[config.mk]
export PLATFORM = sky130hd
export DESIGN_NAME = bounded_double_ended_queue_core
export DESIGN_NICKNAME = d
export VERILOG_FILES = /design/src/rtl/core/bdeq_pkg.sv /design/src/rtl/core/bounded_double_ended_queue_core.sv /design/src/rtl/core/bdeq_cell.sv /design/src/rtl/core/bdeq_or_tree.sv
export SDC_FILE = /design/constraint.sdc
export NUM_CORES = 1
export LEC_CHECK = 0
export BUFFER_PORTS_ARGS = -buffer_cell sky130_fd_sc_hd__buf_2
export CELL_PAD_IN_SITES_DETAIL_PLACEMENT = 1
export CELL_PAD_IN_SITES_GLOBAL_PLACEMENT = 1
export CORE_MARGIN = 3
export CORE_UTILIZATION = 51
export DETAILED_ROUTE_END_ITERATION = 8
export PLACE_DENSITY = 0.81
export SYNTH_ARGS = -nofsm -noshare
export SYNTH_HDL_FRONTEND = slang
export SYNTH_SLANG_ARGS = --single-unit
[constraint.sdc]
create_clock -name clk -period 5.6 [get_ports clk]
set_clock_uncertainty 0.2 [all_clocks]
set_input_delay 1.12 -clock clk [delete_from_list [all_inputs] [get_ports clk]]
set_output_delay 1.12 -clock clk [all_outputs]
set_load 0.05 [all_outputs]
[src/rtl/core/bdeq_pkg.sv]
// Shared codes, defaults and a helper function for the bounded deque core.
`timescale 1ns / 1ps

package bdeq_pkg;

	localparam int DEPTH_DEF = 16;
	localparam int DATA_WIDTH_DEF = 32;

	localparam int CMD_W = 3;
	localparam int STATUS_W = 2;

	localparam logic [CMD_W-1:0] CMD_PUSH_FRONT = 3'd0;
	localparam logic [CMD_W-1:0] CMD_PUSH_BACK  = 3'd1;
	localparam logic [CMD_W-1:0] CMD_POP_FRONT  = 3'd2;
	localparam logic [CMD_W-1:0] CMD_POP_BACK   = 3'd3;

	localparam logic [STATUS_W-1:0] STAT_DONE  = 2'd0;
	localparam logic [STATUS_W-1:0] STAT_FULL  = 2'd1;
	localparam logic [STATUS_W-1:0] STAT_EMPTY = 2'd2;

	typedef enum logic [2:0] {
		OP_HOLD,
		OP_SHIFT_R,
		OP_SHIFT_L,
		OP_APPEND,
		OP_DROP
	} cell_op_t;

	// Number of registered radix-8 levels needed to reduce depth leaves to one.
	function automatic int bdeq_levels(input int depth);
		int lv;
		lv = ($clog2(depth) + 2) / 3;
		if (lv < 1) begin
			lv = 1;
		end
		return lv;
	endfunction

endpackage

[src/rtl/core/bounded_double_ended_queue_core.sv]
// Top level of the bounded deque: command decode, cell chain, back-word tree and result beat.
//
// The slave stream carries one command beat: tdata holds cmd in the lowest three bits and
// the data word above it. Every command beat produces exactly one result beat on the master
// stream, holding the front word, back word, occupancy, empty and full flags and a status
// code. Words are kept in a row of DEPTH cells with the front word always in the first cell;
// pushes and pops shift the whole row by one cell or set or clear the cell at the back end.
// The back word is gathered by a registered radix-8 OR tree of L = ceil(log2(DEPTH) / 3)
// levels, two for the default depth of sixteen.
// The cells and occupancy update on the edge that takes the command; the result beat is
// registered once the new back word has passed every tree level, as counted in the wait state.
// No new command is taken until that result beat has been registered.
// A new command is taken while the previous result waits only if that result is taken in the
// same cycle; while the master side stalls, the result beat holds and tready stays low.
// Reset empties the deque at once and clears the result valid; no clearing pass is needed.
// Push to a full deque and pop from an empty one leave the contents alone and report status.
`timescale 1ns / 1ps

module bounded_double_ended_queue_core
	import bdeq_pkg::*;
#(
	parameter int DEPTH = DEPTH_DEF,
	parameter int DATA_WIDTH = DATA_WIDTH_DEF,
	localparam int CNT_W = $clog2(DEPTH + 1),
	localparam int IN_W = ((CMD_W + DATA_WIDTH + 7) / 8) * 8,
	localparam int OUT_RAW_W = 2 * DATA_WIDTH + CNT_W + 2 + STATUS_W,
	localparam int OUT_W = ((OUT_RAW_W + 7) / 8) * 8
) (
	input  logic             clk,
	input  logic             arst_n,
	input  logic             s_tvalid,
	output logic             s_tready,
	// cmd, data_in, zero fill
	input  logic [IN_W-1:0]  s_tdata,
	output logic             m_tvalid,
	input  logic             m_tready,
	// front_word, back_word, occupancy, is_empty, is_full, status, zero fill
	output logic [OUT_W-1:0] m_tdata
);

	localparam int LEVELS = bdeq_levels(DEPTH);
	localparam int WAIT_W = $clog2(LEVELS + 1);

	typedef enum logic {
		S_IDLE,
		S_WAIT
	} state_t;

	state_t                 state_q;
	logic [WAIT_W-1:0]      wait_q;
	logic [CNT_W-1:0]       count_q;
	logic [STATUS_W-1:0]    status_q;
	logic                   m_tvalid_q;
	logic [OUT_W-1:0]       m_tdata_q;

	logic [CMD_W-1:0]       cmd;
	logic [DATA_WIDTH-1:0]  din;
	logic                   accept;
	logic                   full;
	logic                   empty;
	cell_op_t               op;
	logic [CNT_W-1:0]       count_nxt;
	logic [STATUS_W-1:0]    status_nxt;

	logic [DATA_WIDTH-1:0]  cell_data [DEPTH];
	logic [DEPTH-1:0]       cell_valid;
	logic [DATA_WIDTH-1:0]  back_tap [DEPTH];
	logic [DATA_WIDTH-1:0]  back_word;
	logic [OUT_RAW_W-1:0]   result;

	assign cmd = s_tdata[CMD_W-1:0];
	assign din = s_tdata[CMD_W+DATA_WIDTH-1:CMD_W];
	assign s_tready = (state_q == S_IDLE) && (!m_tvalid_q || m_tready);
	assign accept = s_tvalid && s_tready;
	assign full = (count_q == CNT_W'(DEPTH));
	assign empty = (count_q == '0);

	always_comb begin
		op = OP_HOLD;
		count_nxt = count_q;
		status_nxt = STAT_DONE;
		case (cmd)
			CMD_PUSH_FRONT, CMD_PUSH_BACK: begin
				if (full) begin
					status_nxt = STAT_FULL;
				end else begin
					op = (cmd == CMD_PUSH_FRONT) ? OP_SHIFT_R : OP_APPEND;
					count_nxt = count_q + CNT_W'(1);
				end
			end
			CMD_POP_FRONT, CMD_POP_BACK: begin
				if (empty) begin
					status_nxt = STAT_EMPTY;
				end else begin
					op = (cmd == CMD_POP_FRONT) ? OP_SHIFT_L : OP_DROP;
					count_nxt = count_q - CNT_W'(1);
				end
			end
			default: begin
				op = OP_HOLD;
			end
		endcase
		if (!accept) begin
			op = OP_HOLD;
		end
	end

	genvar i;
	generate
		for (i = 0; i < DEPTH; i++) begin : g_cell
			logic [DATA_WIDTH-1:0] l_data;
			logic                  l_valid;
			logic [DATA_WIDTH-1:0] r_data;
			logic                  r_valid;

			if (i == 0) begin : g_head
				assign l_data = din;
				assign l_valid = 1'b1;
			end else begin : g_mid_l
				assign l_data = cell_data[i-1];
				assign l_valid = cell_valid[i-1];
			end

			if (i == DEPTH - 1) begin : g_tail
				assign r_data = '0;
				assign r_valid = 1'b0;
			end else begin : g_mid_r
				assign r_data = cell_data[i+1];
				assign r_valid = cell_valid[i+1];
			end

			bdeq_cell #(
				.DATA_WIDTH(DATA_WIDTH)
			) u_cell (
				.clk(clk),
				.arst_n(arst_n),
				.op(op),
				.din(din),
				.left_data(l_data),
				.left_valid(l_valid),
				.right_data(r_data),
				.right_valid(r_valid),
				.data(cell_data[i]),
				.valid(cell_valid[i]),
				.back_tap(back_tap[i])
			);
		end
	endgenerate

	bdeq_or_tree #(
		.DEPTH(DEPTH),
		.DATA_WIDTH(DATA_WIDTH)
	) u_tree (
		.clk(clk),
		.leaf(back_tap),
		.root(back_word)
	);

	assign result = {status_q, full, empty, count_q, back_word, cell_data[0]};

	always_ff @(posedge clk or negedge arst_n) begin
		if (!arst_n) begin
			state_q <= S_IDLE;
			wait_q <= '0;
			count_q <= '0;
			status_q <= STAT_DONE;
			m_tvalid_q <= 1'b0;
		end else begin
			if (m_tvalid_q && m_tready) begin
				m_tvalid_q <= 1'b0;
			end
			case (state_q)
				S_IDLE: begin
					if (accept) begin
						count_q <= count_nxt;
						status_q <= status_nxt;
						wait_q <= WAIT_W'(LEVELS);
						state_q <= S_WAIT;
					end
				end
				S_WAIT: begin
					if (wait_q == '0) begin
						m_tvalid_q <= 1'b1;
						state_q <= S_IDLE;
					end else begin
						wait_q <= wait_q - WAIT_W'(1);
					end
				end
				default: begin
					state_q <= S_IDLE;
				end
			endcase
		end
	end

	always_ff @(posedge clk) begin
		if (state_q == S_WAIT && wait_q == '0) begin
			m_tdata_q <= OUT_W'(result);
		end
	end

	assign m_tvalid = m_tvalid_q;
	assign m_tdata = m_tdata_q;

`ifndef SYNTHESIS
	a_count_bound: assert property (@(posedge clk) disable iff (!arst_n)
		count_q <= CNT_W'(DEPTH))
		else $error("Occupancy exceeds the deque depth.");

	a_cells_match_count: assert property (@(posedge clk) disable iff (!arst_n)
		state_q == S_WAIT |-> $countones(cell_valid) == int'(count_q))
		else $error("Occupied cells disagree with the occupancy count.");

	a_front_cell_filled: assert property (@(posedge clk) disable iff (!arst_n)
		(count_q != '0) |-> cell_valid[0])
		else $error("Deque holds words but the front cell is empty.");

	a_full_push_holds: assert property (@(posedge clk) disable iff (!arst_n)
		accept && full && (cmd == CMD_PUSH_FRONT || cmd == CMD_PUSH_BACK)
		|=> count_q == $past(count_q) && status_q == STAT_FULL)
		else $error("A push to a full deque changed the occupancy.");

	a_no_accept_while_busy: assert property (@(posedge clk) disable iff (!arst_n)
		accept |=> !s_tready)
		else $error("A second command was taken while one is in flight.");
`endif

endmodule

[src/rtl/core/bdeq_cell.sv]
// One storage cell of the deque chain: a word, a valid bit and neighbor hand-off.
`timescale 1ns / 1ps

module bdeq_cell
	import bdeq_pkg::*;
#(
	parameter int DATA_WIDTH = DATA_WIDTH_DEF
) (
	input  logic                  clk,
	input  logic                  arst_n,
	input  cell_op_t              op,
	input  logic [DATA_WIDTH-1:0] din,
	input  logic [DATA_WIDTH-1:0] left_data,
	input  logic                  left_valid,
	input  logic [DATA_WIDTH-1:0] right_data,
	input  logic                  right_valid,
	output logic [DATA_WIDTH-1:0] data,
	output logic                  valid,
	output logic [DATA_WIDTH-1:0] back_tap
);

	logic [DATA_WIDTH-1:0] data_q;
	logic                  valid_q;
	logic [DATA_WIDTH-1:0] data_nxt;
	logic                  valid_nxt;

	always_comb begin
		data_nxt = data_q;
		valid_nxt = valid_q;
		case (op)
			OP_SHIFT_R: begin
				data_nxt = left_data;
				valid_nxt = left_valid;
			end
			OP_SHIFT_L: begin
				data_nxt = right_data;
				valid_nxt = right_valid;
			end
			OP_APPEND: begin
				if (!valid_q && left_valid) begin
					data_nxt = din;
					valid_nxt = 1'b1;
				end
			end
			OP_DROP: begin
				if (valid_q && !right_valid) begin
					valid_nxt = 1'b0;
				end
			end
			default: begin
				data_nxt = data_q;
				valid_nxt = valid_q;
			end
		endcase
	end

	always_ff @(posedge clk or negedge arst_n) begin
		if (!arst_n) begin
			valid_q <= 1'b0;
		end else begin
			valid_q <= valid_nxt;
		end
	end

	always_ff @(posedge clk) begin
		data_q <= data_nxt;
	end

	assign data = valid_q ? data_q : '0;
	assign valid = valid_q;
	// The last occupied cell offers its word as the back of the deque.
	assign back_tap = (valid_q && !right_valid) ? data_q : '0;

endmodule

[src/rtl/core/bdeq_or_tree.sv]
// Registered radix-8 OR reduction that gathers the back word from the cell taps.
`timescale 1ns / 1ps

module bdeq_or_tree
	import bdeq_pkg::*;
#(
	parameter int DEPTH = DEPTH_DEF,
	parameter int DATA_WIDTH = DATA_WIDTH_DEF
) (
	input  logic                  clk,
	input  logic [DATA_WIDTH-1:0] leaf [DEPTH],
	output logic [DATA_WIDTH-1:0] root
);

	localparam int LEVELS = bdeq_levels(DEPTH);
	localparam int SPAN = 1 << (3 * LEVELS);

	logic [DATA_WIDTH-1:0] lvl0 [SPAN];
	logic [DATA_WIDTH-1:0] node [1:LEVELS][SPAN];

	genvar l, k;
	generate
		for (k = 0; k < SPAN; k++) begin : g_leaf
			if (k < DEPTH) begin : g_used
				assign lvl0[k] = leaf[k];
			end else begin : g_pad
				assign lvl0[k] = '0;
			end
		end

		for (l = 1; l <= LEVELS; l++) begin : g_lvl
			for (k = 0; k < SPAN; k++) begin : g_node
				if (k < (SPAN >> (3 * l))) begin : g_used
					if (l == 1) begin : g_first
						always_ff @(posedge clk) begin
							node[l][k] <= lvl0[8*k]   | lvl0[8*k+1] | lvl0[8*k+2] |
								lvl0[8*k+3] | lvl0[8*k+4] | lvl0[8*k+5] |
								lvl0[8*k+6] | lvl0[8*k+7];
						end
					end else begin : g_upper
						always_ff @(posedge clk) begin
							node[l][k] <= node[l-1][8*k]   | node[l-1][8*k+1] |
								node[l-1][8*k+2] | node[l-1][8*k+3] |
								node[l-1][8*k+4] | node[l-1][8*k+5] |
								node[l-1][8*k+6] | node[l-1][8*k+7];
						end
					end
				end else begin : g_pad
					always_ff @(posedge clk) begin
						node[l][k] <= '0;
					end
				end
			end
		end
	endgenerate

	assign root = node[LEVELS][0];

endmodule

[Yosys cells after proc, flatten, opt, wreduce, memory -nomap -nowiden]
Memories as Yosys holds them, arrays and structs flattened. A register that Yosys moved wholly into a read port is not among the register bits.
Index checks and enable logic that the tools add are counted.
Widths: inputs -> output; s select.
Operators by class
  $add $sub $neg: 3
  equal/unequal tests: 43
  muxes and demuxes: 130
  bitwise operators: 22
  reduce and logical (&&, ||, !) cells: 83
Operators with widths (count)
  $pmux 32 s3: 16
  $mux 32: 47
  $or 32x32->32: 15
  $or 32x32->32 const B: 6
  $ne 2x1->1 const B: 30
  $pmux 1 s4: 14
  $reduce_and 3->1: 14
  $reduce_and 2->1: 20
  $mux 1: 36
  $logic_and 1x1->1: 19
  $logic_not 1->1: 16
  $eq 3x2->1 const B: 4
  $mux 2: 5
  $mux 5: 2
  $ne 2x2->1 const B: 5
  $pmux 5 s2: 1
  $mux 3: 3
  $reduce_bool 3->1: 3
  $pmux 2 s2: 2
  $reduce_or 2->1: 4
  $eq 3x1->1 const B: 2
  $pmux 1 s3: 2
  $pmux 3 s2: 1
  $add 5x1->5 const B: 1
  other kinds (13): 13
Word-level totals
  register bits after elaboration: 612
  RAM bits: 128
  input bits: 44
  output and inout port bits: 82
  logic and storage cells: 320
  memories: 1
Memories
  u_tree.node: words 2, bits a word 64, read ports 2, clocked after memory_dff 1, wr ports 2, RTL line bdeq_or_tree.sv:19  | logic [DATA_WIDTH-1:0] node [1:LEVELS][SPAN];

[Logic depth before layout (Yosys ltp)]
  depth in word-level cells: 10
  gate-level depth with buffers: 9
  depth with buffers taken out: 7

[Modules after synthesis]
Synthesis repeated with hierarchy kept, for this count alone.
Second synthesis, totals
  cell total of the unflattened synthesis: 4010
  area total of the unflattened synthesis: 40706.5 µm²
By module, submodules not included
  bdeq_cell: instances 16, cells each 221, area an instance 2160.8 µm², sequential area each 985.9 µm²
  bdeq_or_tree: instances 1, cells each 320, area an instance 3163.0 µm², sequential area each 1921.8 µm²
  bounded_double_ended_queue_core: instances 1, cells each 154, area an instance 2970.3 µm², sequential area each 2467.4 µm²

[Worst setup path before layout]
Ideal clock, no wire load.
  path kind: input port to flip-flop
  start: input port s_tdata[1]
  end: register g_cell[0].u_cell.data_q[0], enable pin
  library setup time: 432 ps
  arrival time: 3719 ps
  slack: 1249 ps
  stages: 5
  buffers on the path: 1
  cells stage by stage: xor2_1 a2111oi_2 buf_2 nand2_2 a21oi_1
On the way
  longest elaborated chain between the ends: 8
  elaborated cells on any way between the ends: 18
  those cells by class: 7 x eq/ne; 6 x mux; 5 x reduce/logical
RTL lines
  from (decl): RTL line bounded_double_ended_queue_core.sv:34  | input logic [IN_W-1:0] s_tdata,
  $eq 3x2->1 / $logic_not 3->1 (equally long branches): RTL line bounded_double_ended_queue_core.sv:82, bounded_double_ended_queue_core.sv:95, bounded_double_ended_queue_core.sv:87
  $mux 3 / $mux 2 (equally long branches): RTL line bounded_double_ended_queue_core.sv:95, bounded_double_ended_queue_core.sv:87
  $mux 3 / $mux 2 (equally long branches): RTL line bounded_double_ended_queue_core.sv:92, bounded_double_ended_queue_core.sv:84
  $pmux 3 s2 *: RTL line bounded_double_ended_queue_core.sv:82  | case (cmd)
  $mux 3 *: RTL line bounded_double_ended_queue_core.sv:103  | if (!accept) begin
  $eq 3x2->1 / $eq 3x1->1 (equally long branches): RTL line bdeq_cell.sv:30  | case (op)
  $ne 2x2->1 (no source line) / $reduce_bool 3->1 (equally long branches)
  $reduce_and 2->1 (no source line) *
  to (signal assigned): RTL line bdeq_cell.sv:66  | data_q <= data_nxt;
  to (decl): RTL line bdeq_cell.sv:22  | logic [DATA_WIDTH-1:0] data_q;
Mark *: on every way between the ends. The rest lies on a longest branch, timed or not.
A chain may end at the register's enable or synchronous reset.

[Worst setup path after layout]
  start: register count_q[0]
  end: register g_cell[12].u_cell.data_q[3], enable pin
On the way
  longest elaborated chain between the ends: 7
  elaborated cells on any way between the ends: 12
  those cells by class: 5 x eq/ne; 4 x mux; 3 x reduce/logical
RTL lines
  from (decl): RTL line bounded_double_ended_queue_core.sv:51  | logic [CNT_W-1:0] count_q;
  from (signal assigned): RTL line bounded_double_ended_queue_core.sv:175  | count_q <= count_nxt;
  $eq 5x5->1 / $logic_not 5->1 (equally long branches): RTL line bounded_double_ended_queue_core.sv:75, bounded_double_ended_queue_core.sv:76
  $mux 2 / $mux 3 (equally long branches): RTL line bounded_double_ended_queue_core.sv:84, bounded_double_ended_queue_core.sv:92
  $pmux 3 s2 *: RTL line bounded_double_ended_queue_core.sv:82
  $mux 3 *: RTL line bounded_double_ended_queue_core.sv:103
  $eq 3x2->1 / $eq 3x1->1 (equally long branches): RTL line bdeq_cell.sv:30
  $ne 2x1->1 (no source line) / $reduce_bool 3->1 (equally long branches)
  $reduce_and 2->1 (no source line) *
  to (signal assigned): RTL line bdeq_cell.sv:66
  to (decl): RTL line bdeq_cell.sv:22
Marks and branches as above.

==> results.sh <==
export IMPL_synth_cell_types=55
export IMPL_die_h_um=253.3
export IMPL_synth_edf_count=585
export IMPL_antenna_found_initial=6
export IMPL_place_ws_ns=0.9525
export IMPL_synth_compound_area_frac=0.2239
export IMPL_cts_path_max_buffers=3
export IMPL_worstSetupStartpointType="flop"
export IMPL_core_mm2=0.06047
export IMPL_viasPerCell=7.557
export IMPL_grt_pass1_wl_um=173000
export IMPL_rsz0062_at_grt="false"
export IMPL_cap_violations=0
export IMPL_yosys_cell_count_top_type="edfxtp_1"
export IMPL_finalCritPeriodShare=0.8344
export IMPL_synth_largest_area_cell="edfxtp_1"
export IMPL_clock_latency_ns=0.62
export IMPL_clock_sinks=708
export IMPL_cts_max_level=3
export IMPL_clockRootBuffer="clkbuf_16"
export IMPL_crit_chain="or4_1 > o211ai_1 > or2_2 > nand2_2 > nor2_4 > buf_4"
export IMPL_worst_pin_slew_ns=1.311
export IMPL_synthArstFlopShare=0.03814
export IMPL_min_to="m_tdata[46]$_DFFE_PP_"
export IMPL_die_w_um=253.3
export IMPL_dp_hpwl_um=73330
export IMPL_relSlewSlack=0.1194
export IMPL_fin_ws_ns=0.9276
export IMPL_cts_tree="done"
export IMPL_r2r_slack_ns=0.93
export IMPL_synth_main_ff_cell="edfxtp_1"
export IMPL_vias=25450
export IMPL_drt_initial_drc_count=3692
export IMPL_ff2ff_path_depth=6
export IMPL_cpLargestDelayFamily="simple AND/OR/NAND/NOR gates"
export IMPL_synth_seq_cells=708
export IMPL_synth_top_cell_area_share=0.5633
export IMPL_grt_use_total=0.3662
export IMPL_fmax_mhz=214.0
export IMPL_ctsHoldBuffers=0
export IMPL_cts_resized=0
export IMPL_hp_class="flop to flop"
export IMPL_path_clk_slew_ns=0.06
export IMPL_post_drt_wl_per_cell_um=35.36
export IMPL_synth_simple_gate_area_frac=0.08806
export IMPL_arrival_ns=4.74
export IMPL_fillers=5872
export IMPL_vdd_drop_max_mv=0.2976
export IMPL_power_density_mw_per_mm2=568.4
export IMPL_syn_inst=2466
export IMPL_drt_total_wl_um=119100
export IMPL_numCtsBuffers=74
export IMPL_syn_to_final_growth_pct=13.11
export IMPL_hp_start="u_tree.node[2][46]$_DFF_P_"
export IMPL_synth_xor_area_frac=0.001685
export IMPL_worstSetupPathDepth=6
export IMPL_dr_pass1_iters=7
export IMPL_gp_congestion=0.8927
export IMPL_final_nets=2574
export IMPL_max_stage_delay_ns=0.73
export IMPL_ios=126
export IMPL_grt_max_degree=67
export IMPL_yosys_warnings=0
export IMPL_outcome="finished clean"
export IMPL_final_hold_violation_count=0
export IMPL_required_ns=5.67
export IMPL_synthTopCellsByArea="edfxtp_1 (56%), a221o_1 (9.7%), dfxtp_1 (6.2%), a22oi_1 (3.1%), nand2_1 (3.1%)"
export IMPL_cts_setup_buffers=0
export IMPL_drive_gt1_frac=0.1636
export IMPL_slew_violations=0
export IMPL_drc=0
export IMPL_fin_crit_ns=4.672
export IMPL_synth_adder_area_share=0.002247
export IMPL_overflow=0
export IMPL_synth_top_family_by_area="compound AO/OA/AOI/OAI gates"
export IMPL_critPathKind="flop to flop"
export IMPL_avgSynthCellArea_um2=12.65
export IMPL_synthTopCellsByCount="edfxtp_1 (585), a221o_1 (302), nand2_1 (256)"
export IMPL_synth_cell_area_mm2=0.03119
export IMPL_crit_start="count_q[0]$_DFFE_PN0P_"
export IMPL_dieArea_mm2=0.06415
export IMPL_power_leakage_nw=12.76
export IMPL_fin_setup_tns_ns=0
export IMPL_grt_pass1_vias=26040
export IMPL_critPathBufInv=1
export IMPL_r2r_end="g_cell[12].u_cell.data_q[3]$_DFFE_PP_"
export IMPL_ys_seq_area_frac=0.6466
export IMPL_whs_path_depth=0
export IMPL_port_buffer_count=113
export IMPL_cp_slowest_cell="o211ai_1"
export IMPL_rows=90
export IMPL_worst_path_max_fanout=19
export IMPL_r2r_start="count_q[0]$_DFFE_PN0P_"
export IMPL_start_util=0.5157
export IMPL_worst_setup_path_end_kind="flop"
export IMPL_postRouteAntennaNets=0
export IMPL_report_final_setup_viol=0
export IMPL_synth_mux_area_frac=0.0003210
==> per-layer routing <==
metal	part of all wire	vias up	global-route usage
li1	-	9984	-
met1	0.35	12650	0.4779
met2	0.44	2336	0.5595
met3	0.15	484	0.1197
met4	0.047	2	0.1671
met5	0.00011	-	0
==> power by group <==
part / internal, W / switching (W) / total, W
sequential: 0.00732 / 0.000844 / 0.00816
combinational: 0.00204 / 0.00476 / 0.00680
clock: 0.00296 / 0.00213 / 0.00509
total: 0.0123 / 0.00773 / 0.0200
==> final cells by class <==
type / count / area [um^2] / area share
Sequential cell: 708 / 20170 / 0.5717
Clock buffer: 111 / 2207 / 0.06257
Antenna cell: 1 / 2.502 / 0.00007094
Multi-Input combinational cell: 1496 / 10210 / 0.2894
Timing Repair Buffer: 212 / 1334 / 0.03781
Clock inverter: 25 / 256.5 / 0.007271
Inverter: 33 / 123.9 / 0.003512
Tap cell: 782 / 978.4 / 0.02774
==> cells in the final DEF (no fill, tap or decap), types with 6 or more instances in the layout <==
cell,Yosys,final
or2_2,35,35
o221ai_1,34,34
clkbuf_8,0,11
a21oi_1,72,71
clkinv_2,0,11
dfrtp_1,27,26
nand3_1,68,68
buf_2,63,113
clkbuf_16,0,79
nor2_4,1,19
edfxtp_1,585,585
nor3_2,3,13
o21ai_0,119,119
o211ai_1,33,33
o22ai_1,15,15
nor2_2,5,12
a221oi_1,52,52
a22oi_1,128,128
nand4_1,16,16
and2_1,50,48
a221o_1,302,302
nor2_1,126,101
clkbuf_1,146,21
dfxtp_1,96,96
nor3_1,21,6
a31oi_1,12,12
buf_4,13,97
inv_1,33,33
a21o_1,35,35
conb_1,1,7
a211o_1,50,50
nand2_1,256,255
==> stage by stage <==
| stage | hold WS, ns | utilization | instances | cell area (um^2) | power [W] |
|---|---|---|---|---|---|
| floorplan | 0.1855 | - | 2472 | 31210 | 0.01201 |
| global placement | 0.1855 | 0.5426 | 3231 | 32810 | 0.01435 |
| detailed placement | 0.1897 | 0.5426 | 3231 | 32810 | 0.01465 |
| CTS | 0.2003 | 0.5833 | 3367 | 35270 | 0.01976 |
| global route | 0.2089 | 0.5833 | 3367 | 35270 | 0.02057 |
| finish | 0.1917 | 0.5833 | 3368 | 35280 | 0.02005 |
==> kinds of logic (layout without fill, tap and decap cells) <==
| kind of cell | count (synthesis) | count (layout) |
|---|---|---|
| muxes | 1 | 1 |
| AOI/OAI and AO/OA | 872 | 872 |
| xor gates and xnor gates | 6 | 6 |
| DFF | 708 | 708 |
| other | 1 | 8 |
| buffers and inverters | 268 | 381 |
| adders and majority gates | 5 | 5 |
| and+or+nand+nor | 605 | 605 |
==> worst register-to-register path, delay by kind of cell, from the launching register on <==
kind | cells | cell delay [ns]
simple gates | 4 | 2.47
flops | 1 | 0.46
compound gates | 1 | 0.73
buf+inv | 1 | 0.48
==> sequential cells by signal (all words and copies together) (netlist names) <==
register,count
g_cell.u_cell.valid,16
m_tvalid,1
state_q,1
wait_q,2
u_tree.node,96
g_cell.u_cell.data_q,512
m_tdata,73
status_q,2
count_q,5
==> worst max path at each step <==
stage | end | slack (ns)
after floorplan | g_cell[0].u_cell.data_q[0]$_DFFE_PP_ | 1.25
after global placement | g_cell[0].u_cell.data_q[23]$_DFFE_PP_ | 1.04
after detailed placement | g_cell[12].u_cell.data_q[4]$_DFFE_PP_ | 0.95
after CTS | g_cell[0].u_cell.data_q[26]$_DFFE_PP_ | 1.07
after global routing | g_cell[0].u_cell.data_q[24]$_DFFE_PP_ | 0.87
final | g_cell[12].u_cell.data_q[3]$_DFFE_PP_ | 0.93
(Power assumes the default switching activity.)
